File: src/rtl/relative_yaw_turn_controller_assert.svh
// Assertion shorthands for the relative yaw turn controller.
// Each checks on the rising edge of clk and is quiet while arst_n is low.
`ifndef RELATIVE_YAW_TURN_CONTROLLER_ASSERT_SVH
`define RELATIVE_YAW_TURN_CONTROLLER_ASSERT_SVH

// Same-cycle implication
`define RYT_ASSERT_IMP(lbl, ante, cons) \
	lbl: assert property (@(posedge clk) disable iff (!arst_n) (ante) |-> (cons)) \
		else $error("turn controller check failed");

// Next-cycle implication
`define RYT_ASSERT_NXT(lbl, ante, cons) \
	lbl: assert property (@(posedge clk) disable iff (!arst_n) (ante) |=> (cons)) \
		else $error("turn controller check failed");

`endif

File: src/rtl/ryt_pkg.sv
package ryt_pkg;

	// Request kinds on the input tuser
	localparam logic [1:0] REQ_UPDATE = 2'd0;
	localparam logic [1:0] REQ_START  = 2'd1;
	localparam logic [1:0] REQ_CANCEL = 2'd2;

	// End codes
	localparam logic [1:0] END_NONE      = 2'd0;
	localparam logic [1:0] END_COMPLETED = 2'd1;
	localparam logic [1:0] END_TIMEOUT   = 2'd2;

	// Configuration register indexes
	localparam logic [2:0] REG_TARGET   = 3'd0;
	localparam logic [2:0] REG_TIMEOUT  = 3'd1;
	localparam logic [2:0] REG_GAIN     = 3'd2;
	localparam logic [2:0] REG_MAX_RATE = 3'd3;
	localparam logic [2:0] REG_TOL      = 3'd4;
	localparam logic [2:0] REG_RATE_LIM = 3'd5;
	localparam logic [2:0] REG_SETTLE   = 3'd6;

	// Register reset values
	localparam logic [15:0] GAIN_RST     = 16'd2287;
	localparam logic [17:0] MAX_RATE_RST = 18'd98304;
	localparam logic [14:0] TOL_RST      = 15'd512;
	localparam logic [15:0] RATE_LIM_RST = 16'd1280;
	localparam logic [15:0] SETTLE_RST   = 16'd100;

	// Arithmetic constants
	localparam logic [8:0]  DT_FALLBACK = 9'd20;
	localparam logic [31:0] DT_MAX      = 32'd500;
	localparam logic signed [26:0] K_MILLI = 27'sd1000;
	localparam logic signed [26:0] K_DIV   = 27'sd125;
	// floor(2^32 / 125) + 1: exact quotient by 125 for dividends below 2^25
	localparam logic signed [26:0] K_RECIP = 27'sd34359739;
	localparam logic [54:0] K_HALF = 55'd128000;
	localparam logic signed [48:0] ERR_LIM = 49'sd137438953472;
	localparam logic [37:0] EMAG_LIM = 38'h20_0000_0000;
	localparam logic signed [47:0] TURN_MAX = 48'sh7FFF_FFFF_FFFF;
	localparam logic signed [47:0] TURN_MIN = 48'sh8000_0000_0000;

	// Program steps
	typedef logic [3:0] step_t;
	localparam step_t STEP_DECODE  = 4'd0;
	localparam step_t STEP_RATE    = 4'd1;
	localparam step_t STEP_ACCUM   = 4'd2;
	localparam step_t STEP_ERROR   = 4'd3;
	localparam step_t STEP_SETTLE  = 4'd4;
	localparam step_t STEP_PROD_LO = 4'd5;
	localparam step_t STEP_PROD_HI = 4'd6;
	localparam step_t STEP_ROUND   = 4'd7;
	localparam step_t STEP_SCALE   = 4'd8;
	localparam step_t STEP_COMMAND = 4'd9;
	localparam step_t STEP_EMIT    = 4'd10;

	typedef enum logic [3:0] {
		OP_DECODE,
		OP_MUL_RATE,
		OP_ACCUM,
		OP_ERROR,
		OP_SETTLE,
		OP_PROD_LO,
		OP_PROD_HI,
		OP_ROUND,
		OP_SCALE,
		OP_COMMAND,
		OP_EMIT
	} op_t;

	typedef enum logic {
		JMP_NEXT,
		JMP_IF_END
	} jmp_t;

	typedef struct packed {
		op_t   op;
		jmp_t  jmp;
		step_t target;
	} cw_t;

	// Control store: one word per step
	function automatic cw_t ucode(input step_t step);
		cw_t cw;
		cw = '{op: OP_EMIT, jmp: JMP_NEXT, target: STEP_EMIT};
		case (step)
			STEP_DECODE:  cw = '{op: OP_DECODE,   jmp: JMP_IF_END, target: STEP_EMIT};
			STEP_RATE:    cw = '{op: OP_MUL_RATE, jmp: JMP_NEXT,   target: STEP_EMIT};
			STEP_ACCUM:   cw = '{op: OP_ACCUM,    jmp: JMP_NEXT,   target: STEP_EMIT};
			STEP_ERROR:   cw = '{op: OP_ERROR,    jmp: JMP_NEXT,   target: STEP_EMIT};
			STEP_SETTLE:  cw = '{op: OP_SETTLE,   jmp: JMP_IF_END, target: STEP_EMIT};
			STEP_PROD_LO: cw = '{op: OP_PROD_LO,  jmp: JMP_NEXT,   target: STEP_EMIT};
			STEP_PROD_HI: cw = '{op: OP_PROD_HI,  jmp: JMP_NEXT,   target: STEP_EMIT};
			STEP_ROUND:   cw = '{op: OP_ROUND,    jmp: JMP_NEXT,   target: STEP_EMIT};
			STEP_SCALE:   cw = '{op: OP_SCALE,    jmp: JMP_NEXT,   target: STEP_EMIT};
			STEP_COMMAND: cw = '{op: OP_COMMAND,  jmp: JMP_NEXT,   target: STEP_EMIT};
			default:      cw = '{op: OP_EMIT,     jmp: JMP_NEXT,   target: STEP_EMIT};
		endcase
		return cw;
	endfunction

endpackage

File: src/rtl/relative_yaw_turn_controller.sv
// An update that gives a command runs every step of the eleven-step control program, which
// shares one 27x27 multiplier; one that completes the turn jumps to emit after the settle step,
// every other item jumps to emit after decode. A stalled output holds the program at emit, and
// no new item is accepted until the current one has loaded its output word.
// Reset (arst_n low, asynchronous): turn state and control cleared, registers at defaults.
`include "relative_yaw_turn_controller_assert.svh"

module relative_yaw_turn_controller import ryt_pkg::*; (
	input  logic        clk,
	input  logic        arst_n,
	input  logic        s_axis_tvalid,
	output logic        s_axis_tready,
	input  logic [55:0] s_axis_tdata,  // now_ms[31:0], yaw_rate[51:32], cancel_reason[53:52]
	input  logic [1:0]  s_axis_tuser,  // req_type[1:0]
	output logic        m_axis_tvalid,
	input  logic        m_axis_tready,
	output logic [23:0] m_axis_tdata,  // turn_rate[18:0], command_valid[19],
	                                   // start_accepted[20], turn_active[21], end_code[23:22]
	input  logic        cfg_we,
	input  logic [2:0]  cfg_addr,
	input  logic [31:0] cfg_data
);

	// Configuration registers
	logic signed [20:0] cfg_target_q;
	logic [31:0]        cfg_timeout_q;
	logic [15:0]        cfg_gain_q;
	logic [17:0]        cfg_max_rate_q;
	logic [14:0]        cfg_tol_q;
	logic [15:0]        cfg_rate_lim_q;
	logic [15:0]        cfg_settle_q;

	// Sequencer and turn state
	logic               busy_q;
	step_t              pc_q;
	logic               running_q;
	logic               settling_q;
	logic signed [47:0] turned_q;
	logic [31:0]        last_q;
	logic [31:0]        start_q;
	logic [31:0]        sst_q;
	logic [1:0]         finish_q;
	logic signed [20:0] lat_target_q;
	logic [31:0]        lat_timeout_q;
	logic signed [18:0] cmd_q;
	logic               valid_q;
	logic               accepted_q;
	logic               out_valid_q;
	logic [23:0]        out_data_q;

	// Datapath scratch
	logic [1:0]         req_q;
	logic [31:0]        now_q;
	logic signed [19:0] rate_q;
	logic [1:0]         reason_q;
	logic [8:0]         dt_q;
	logic signed [53:0] prod_q;
	logic signed [48:0] err_q;
	logic [37:0]        emag_q;
	logic               esign_q;
	logic [54:0]        pm_q;
	logic               big_q;

	cw_t                cw;
	logic               in_fire;
	logic               out_free;
	logic               emit_go;
	logic               end_now;
	logic [31:0]        elapsed;
	logic               timed_out;
	logic [31:0]        dt_raw;
	logic [8:0]         dt_next;
	logic               start_ok;
	logic signed [48:0] sum49;
	logic signed [47:0] turned_sat;
	logic signed [48:0] err_next;
	logic signed [48:0] err_neg;
	logic signed [48:0] tol_pos;
	logic [19:0]        rate_abs;
	logic               settled;
	logic               settle_hit;
	logic [37:0]        emag_next;
	logic [43:0]        quo_pre;
	logic [17:0]        mag;
	logic [18:0]        mag19;
	logic signed [18:0] cmd_next;
	logic signed [26:0] mul_a;
	logic signed [26:0] mul_b;
	logic signed [53:0] mul_p;
	logic [18:0]        max_rate_p1;

	assign cw            = ucode(pc_q);
	assign s_axis_tready = !busy_q;
	assign in_fire       = s_axis_tvalid && s_axis_tready;
	assign out_free      = !out_valid_q || m_axis_tready;
	assign emit_go       = busy_q && (cw.op == OP_EMIT) && out_free;
	assign m_axis_tvalid = out_valid_q;
	assign m_axis_tdata  = out_data_q;

	// Time checks, integration, settle bands and command scaling
	always_comb begin
		elapsed    = now_q - start_q;
		timed_out  = elapsed >= lat_timeout_q;
		dt_raw     = now_q - last_q;
		dt_next    = (dt_raw == 32'd0 || dt_raw > DT_MAX) ? DT_FALLBACK : dt_raw[8:0];
		start_ok   = (cfg_target_q != 21'sd0) && (cfg_timeout_q != 32'd0);
		sum49      = {turned_q[47], turned_q} + $signed(prod_q[48:0]);
		if (sum49[48] != sum49[47]) begin
			turned_sat = sum49[48] ? TURN_MIN : TURN_MAX;
		end else begin
			turned_sat = sum49[47:0];
		end
		err_next   = $signed(prod_q[48:0]) - $signed({turned_q[47], turned_q});
		err_neg    = -err_q;
		tol_pos    = $signed({24'd0, prod_q[24:0]});
		rate_abs   = rate_q[19] ? 20'(-rate_q) : 20'(rate_q);
		settled    = (err_q <= tol_pos) && (err_q >= -tol_pos)
			&& (rate_abs <= {4'd0, cfg_rate_lim_q});
		settle_hit = (now_q - sst_q) >= {16'd0, cfg_settle_q};
		if (err_q > ERR_LIM || err_q < -ERR_LIM) begin
			emag_next = EMAG_LIM;
		end else begin
			emag_next = err_q[48] ? err_neg[37:0] : err_q[37:0];
		end
		quo_pre     = pm_q[54:11];
		max_rate_p1 = {1'b0, cfg_max_rate_q} + 19'd1;
		mag         = big_q ? cfg_max_rate_q : prod_q[49:32];
		mag19       = {1'b0, mag};
		cmd_next    = esign_q ? $signed(-mag19) : $signed(mag19);
		end_now     = 1'b0;
		unique case (cw.op)
			OP_DECODE: end_now = !(req_q == REQ_UPDATE && running_q && !timed_out);
			OP_SETTLE: end_now = settled && settling_q && settle_hit;
			default:   end_now = 1'b0;
		endcase
	end

	// Select the shared multiplier's operands
	always_comb begin
		mul_a = 27'sd0;
		mul_b = 27'sd0;
		unique case (cw.op)
			OP_MUL_RATE: begin
				mul_a = 27'(rate_q);
				mul_b = $signed({18'd0, dt_q});
			end
			OP_ACCUM: begin
				mul_a = 27'(lat_target_q);
				mul_b = K_MILLI;
			end
			OP_ERROR: begin
				mul_a = $signed({12'd0, cfg_tol_q});
				mul_b = K_MILLI;
			end
			OP_PROD_LO: begin
				mul_a = $signed({11'd0, cfg_gain_q});
				mul_b = $signed({8'd0, emag_q[18:0]});
			end
			OP_PROD_HI: begin
				mul_a = $signed({11'd0, cfg_gain_q});
				mul_b = $signed({8'd0, emag_q[37:19]});
			end
			OP_ROUND: begin
				mul_a = $signed({8'd0, max_rate_p1});
				mul_b = K_DIV;
			end
			OP_SCALE: begin
				mul_a = $signed({2'd0, quo_pre[24:0]});
				mul_b = K_RECIP;
			end
			default: begin
				mul_a = 27'sd0;
				mul_b = 27'sd0;
			end
		endcase
		mul_p = mul_a * mul_b;
	end

	// Take configuration writes
	always_ff @(posedge clk or negedge arst_n) begin
		if (!arst_n) begin
			cfg_target_q   <= 21'sd0;
			cfg_timeout_q  <= 32'd0;
			cfg_gain_q     <= GAIN_RST;
			cfg_max_rate_q <= MAX_RATE_RST;
			cfg_tol_q      <= TOL_RST;
			cfg_rate_lim_q <= RATE_LIM_RST;
			cfg_settle_q   <= SETTLE_RST;
		end else if (cfg_we) begin
			case (cfg_addr)
				REG_TARGET:   cfg_target_q   <= $signed(cfg_data[20:0]);
				REG_TIMEOUT:  cfg_timeout_q  <= cfg_data;
				REG_GAIN:     cfg_gain_q     <= cfg_data[15:0];
				REG_MAX_RATE: cfg_max_rate_q <= cfg_data[17:0];
				REG_TOL:      cfg_tol_q      <= cfg_data[14:0];
				REG_RATE_LIM: cfg_rate_lim_q <= cfg_data[15:0];
				REG_SETTLE:   cfg_settle_q   <= cfg_data[15:0];
				default: ;
			endcase
		end
	end

	// Step the program and update the turn state
	always_ff @(posedge clk or negedge arst_n) begin
		if (!arst_n) begin
			busy_q        <= 1'b0;
			pc_q          <= STEP_DECODE;
			running_q     <= 1'b0;
			settling_q    <= 1'b0;
			turned_q      <= 48'sd0;
			last_q        <= 32'd0;
			start_q       <= 32'd0;
			sst_q         <= 32'd0;
			finish_q      <= END_NONE;
			lat_target_q  <= 21'sd0;
			lat_timeout_q <= 32'd0;
			cmd_q         <= 19'sd0;
			valid_q       <= 1'b0;
			accepted_q    <= 1'b0;
			out_valid_q   <= 1'b0;
		end else begin
			// drop the output word once taken
			if (emit_go) begin
				out_valid_q <= 1'b1;
			end else if (m_axis_tready) begin
				out_valid_q <= 1'b0;
			end
			if (in_fire) begin
				busy_q     <= 1'b1;
				pc_q       <= STEP_DECODE;
				cmd_q      <= 19'sd0;
				valid_q    <= 1'b0;
				accepted_q <= 1'b0;
			end else if (busy_q) begin
				// advance, jump on an ended item, hold at emit until the output frees
				if (cw.op == OP_EMIT) begin
					if (out_free) begin
						busy_q <= 1'b0;
						pc_q   <= STEP_DECODE;
					end
				end else if (cw.jmp == JMP_IF_END && end_now) begin
					pc_q <= cw.target;
				end else begin
					pc_q <= pc_q + 4'd1;
				end
				unique case (cw.op)
					OP_DECODE: begin
						case (req_q)
							REQ_START: begin
								if (start_ok) begin
									running_q     <= 1'b1;
									settling_q    <= 1'b0;
									turned_q      <= 48'sd0;
									last_q        <= now_q;
									start_q       <= now_q;
									sst_q         <= 32'd0;
									finish_q      <= END_NONE;
									lat_target_q  <= cfg_target_q;
									lat_timeout_q <= cfg_timeout_q;
									accepted_q    <= 1'b1;
								end
							end
							REQ_CANCEL: begin
								running_q  <= 1'b0;
								settling_q <= 1'b0;
								finish_q   <= reason_q;
							end
							REQ_UPDATE: begin
								if (running_q && timed_out) begin
									running_q  <= 1'b0;
									settling_q <= 1'b0;
									finish_q   <= END_TIMEOUT;
								end
							end
							default: ;
						endcase
					end
					OP_MUL_RATE: last_q <= now_q;
					OP_ACCUM:    turned_q <= turned_sat;
					OP_SETTLE: begin
						if (settled) begin
							if (!settling_q) begin
								settling_q <= 1'b1;
								sst_q      <= now_q;
							end else if (settle_hit) begin
								running_q  <= 1'b0;
								settling_q <= 1'b0;
								finish_q   <= END_COMPLETED;
							end
						end else begin
							settling_q <= 1'b0;
						end
					end
					OP_COMMAND: begin
						cmd_q   <= cmd_next;
						valid_q <= 1'b1;
					end
					default: ;
				endcase
			end
		end
	end

	// Datapath registers
	always_ff @(posedge clk) begin
		if (in_fire) begin
			req_q    <= s_axis_tuser;
			now_q    <= s_axis_tdata[31:0];
			rate_q   <= $signed(s_axis_tdata[51:32]);
			reason_q <= s_axis_tdata[53:52];
		end
		if (busy_q) begin
			unique case (cw.op)
				OP_DECODE:   dt_q <= dt_next;
				OP_MUL_RATE: prod_q <= mul_p;
				OP_ACCUM:    prod_q <= mul_p;
				OP_ERROR: begin
					err_q  <= err_next;
					prod_q <= mul_p;
				end
				OP_SETTLE: begin
					emag_q  <= emag_next;
					esign_q <= err_q[48];
				end
				OP_PROD_LO:  prod_q <= mul_p;
				OP_PROD_HI: begin
					pm_q   <= {1'b0, prod_q} + K_HALF;
					prod_q <= mul_p;
				end
				OP_ROUND: begin
					pm_q   <= pm_q + {prod_q[35:0], 19'd0};
					prod_q <= mul_p;
				end
				OP_SCALE: begin
					big_q  <= quo_pre >= {18'd0, prod_q[25:0]};
					prod_q <= mul_p;
				end
				OP_COMMAND: ;
				OP_EMIT: begin
					if (out_free) begin
						out_data_q <= {finish_q, running_q, accepted_q, valid_q, cmd_q};
					end
				end
				default: ;
			endcase
		end
	end

	`RYT_ASSERT_IMP(a_idle_at_entry, !busy_q, pc_q == STEP_DECODE)
	`RYT_ASSERT_NXT(a_accept_starts, s_axis_tvalid && s_axis_tready, busy_q && pc_q == STEP_DECODE)
	`RYT_ASSERT_IMP(a_cmd_needs_turn, m_axis_tvalid && m_axis_tdata[19], m_axis_tdata[21] && m_axis_tdata[23:22] == END_NONE)
	`RYT_ASSERT_IMP(a_start_no_cmd, m_axis_tvalid && m_axis_tdata[20], !m_axis_tdata[19] && m_axis_tdata[21])

endmodule

File: config.mk
export PLATFORM = sky130hd
export DESIGN_NAME = relative_yaw_turn_controller
export DESIGN_NICKNAME = d
export VERILOG_FILES = /design/src/rtl/ryt_pkg.sv /design/src/rtl/relative_yaw_turn_controller.sv
export VERILOG_INCLUDE_DIRS = /design/src /design/src/rtl
export SDC_FILE = /design/constraint.sdc
export NUM_CORES = 2
export LEC_CHECK = 0
export ABC_AREA = 1
export BUFFER_PORTS_ARGS = -buffer_cell sky130_fd_sc_hd__buf_4
export CAP_MARGIN = 20
export CORE_MARGIN = 3
export CORE_UTILIZATION = 40
export CTS_BUF_LIST = sky130_fd_sc_hd__clkbuf_4
export DETAILED_ROUTE_END_ITERATION = 6
export GPL_TIMING_DRIVEN = 0
export SLEW_MARGIN = 20
export SYNTH_ARGS = -nofsm -noshare
export SYNTH_HDL_FRONTEND = slang
export SYNTH_SLANG_ARGS = --single-unit
File: constraint.sdc
create_clock -name clk -period 18 [get_ports clk]
set_input_delay 3.6 -clock clk [delete_from_list [all_inputs] [get_ports clk]]
set_output_delay 3.6 -clock clk [all_outputs]
set_load 0.02 [all_outputs]
==> out/results.txt <==
Syn_area_per_cell: 7.78 um^2
Fraction of layout cells with a size suffix above 1: 0.0749
Gr usage total: 0.279
Critical Path RT: 18970 ps
Clk_skew: 93.6 ps
Routed Antenna Nets: 0
Clock buffer depth: 3
YS warnings: 0
Core footprint: 168000 um^2
Crit Path Max Fanout: 10
Crit Reg-Reg Endpoint: prod_q[50]
Critical path type: flip-flop to flip-flop
DRT iter0 DRCs: 5312
Hold Crit Depth: 0
Area after DPL: 72000 um^2
Drt first pass iters: 5
Hold EP: m_axis_tdata[23]
Synth top area share: 0.169
Hold wc startpoint: finish_q[1]
Drt drc: 0
Most frequent cells in the layout: inv_1, nand2_1, nor2_1
Mapped Area: 67700 um^2
Layout area overhead: 9.88%
Avg Vias per Cell: 5.24
Most common cell after layout, fill and taps aside: inv_1
Post-CTS Setup Inserts: 0
Gpl congestion: 0.989
Gate Count Post-Synth: 8708
Worst stage delay on the critical path: 1110 ps
CP max stage cell: fa_1
Crit path DAT: 12080 ps
Pin count of the biggest net entering global routing: 83
Fin. max-slew vios: 0
Vias in the first global route: 59500
Post-synth EDFFs: 276
Final instance area: 74400 um^2
WL final: 244 mm
Overflow after GRT: 0
Die H: 417 um
Initial Utilization: 0.404
Crit path launch type: flip-flop
Fill cells: 17100
CP Capture Type: flip-flop
I/O Buffers: 121
Final hold violations: 0
Worst skew pair latency: 1280 ps
FMAX: 90.0 MHz
Time the worst path needs with I/O delays and setup: 11120 ps
Multi-input gate area: 42500 um^2
Die X-Extent: 417 um
Hold Path Class: flip-flop to flip-flop
Drt wl/cell: 21.3 um
RSZ-0062 raised after global routing: no
Critical path origin: pc_q[1]
Reg2reg path depth: 28
Async SR Flop Fraction: 0.567
Storage element area: 17400 um^2
Root Driver: clkbuf_4
Initial antenna violation count: 11
Status: finished, final reports clean
First-pass GRT wire length: 365 mm
Detailed placement HPWL: 205 mm
# H-tree levels: 4
Seq cells post-synth: 638
Row count: 150
CTS sink count: 638
Setup violations, final: 0
Vias: 60000
Cell variety after synth: 74
Prevailing post-synth register cell: dfrtp_1
Seq/Total Area, Yosys: 0.256
CTS tree: built
IO Pins: 124
TritonCTS Buffers: 177
R2R Path Start: pc_q[1]
Die ar.: 174000 um^2
Flop-to-flop setup slack: 6880 ps
Setup TNS: 0 ps
CTS resizes: 0
Max-cap violation count: 0
Worst slew pin tran: 1220 ps
Fin crit share: 0.618
Reg clk slew, reported paths: 70 ps
Rel. slew slack: 0.186
Yosys top cell by area: fa_1
Largest cells by area after synthesis: fa_1, dfrtp_1, edfxtp_1
# hold bufs at CTS: 0
Nets: 10400
==> cells by family (layout without fill, tap and decap cells) <==
family | Yosys count | in the layout | share of synthesized area
compound gates | 1331 | 1331 | 0.109
xor+xnor | 308 | 308 | 0.0400
fa+ha+maj | 1164 | 1164 | 0.279
buf+inv | 2100 | 2559 | 0.120
flops | 638 | 638 | 0.256
mux | 14 | 14 | 0.00233
other cells | 2 | 84 | 0.000111
simple gates | 3151 | 3151 | 0.194
==> flip-flops by register name (all words and copies together), names as in the netlist, 38 cells and up <==
register,flops
prod_q,54
emag_q,38
err_q,49
turned_q,48
pm_q,44
==> final cells by class <==
type	instances	share of cell area
multi-input combinational	6044	0.572
clock inverter	56	0.00479
clock buffer	266	0.0268
antenna	8	0.000269
tap	2204	0.0371
inverter	1887	0.0953
sequential	638	0.233
timing repair buffer	137	0.0165
buffer	213	0.0143
==> worst max-delay path by stage <==
stage                 endpoint  slack (ps)  cells after the start
floorplan           prod_q[50]        9960                     32
detailed placement  prod_q[50]        7070                     28
CTS                 prod_q[50]        7060                     28
global route        prod_q[50]        6450                     32
finish              prod_q[50]        6880                     28
global placement    prod_q[50]        7120                     31
==> worst max-delay path: cells and delay by family (launching register included) <==
family                     cells  cell delay (ps)
and+or+nand+nor                9             3050
buffers and inverters          8             2340
AOI/OAI and AO/OA              2              280
xor gates and xnor gates       1              200
DFF                            1              460
adders and majority gates      8             4490
==> synthesized netlist by cell type (6+ instances only) <==
master and n:
buf_1 7, clkinv_1 9, a21o_1 18, xnor2_1 61
nor3_1 77, or2_2 8, and2_1 11, nand4_2 6
dfrtp_1 346, mux2_2 14, o21ai_0 530, nand3_2 16
nor4_1 48, a31oi_1 53, dfstp_2 16, o21a_1 42
a21oi_1 518, edfxtp_1 276, inv_1 1850, nor2_1 839
o21ai_1 20, buf_2 86, nand4_1 90, nor2_2 13
xor2_1 246, o31ai_1 9, nand2_2 11, nand2_1 1715
nand3_1 273, nor2_4 14, fa_1 572, nand3b_1 14
buf_4 11, a221oi_1 9, a21boi_0 13, clkbuf_1 95
a22oi_1 16, o21bai_1 18, buf_6 13, ha_1 592
o221ai_1 15, inv_2 25, o211ai_1 20, a211oi_1 12
==> per-stage QoR <==
step                      hold slack, ps  utilization  std cells  setup slack [ps]
after floorplan                      419            -       8782              9960
after global placement               434        0.428      11100              7120
after CTS                            447        0.444      11400              7060
after detailed placement             434        0.430      11100              7070
final                                445        0.444      11500              6880
after global routing                 455        0.444      11500              6450
==> routing by layer <==
metal  share of wire  global-route usage
met4           0.046               0.119
met5               0                   0
met3           0.073              0.0516
met2            0.45               0.442
met1            0.43               0.374
Power is not shown: default switching activity piles up to over one toggle a cycle in this logic, so the estimate is an artifact.
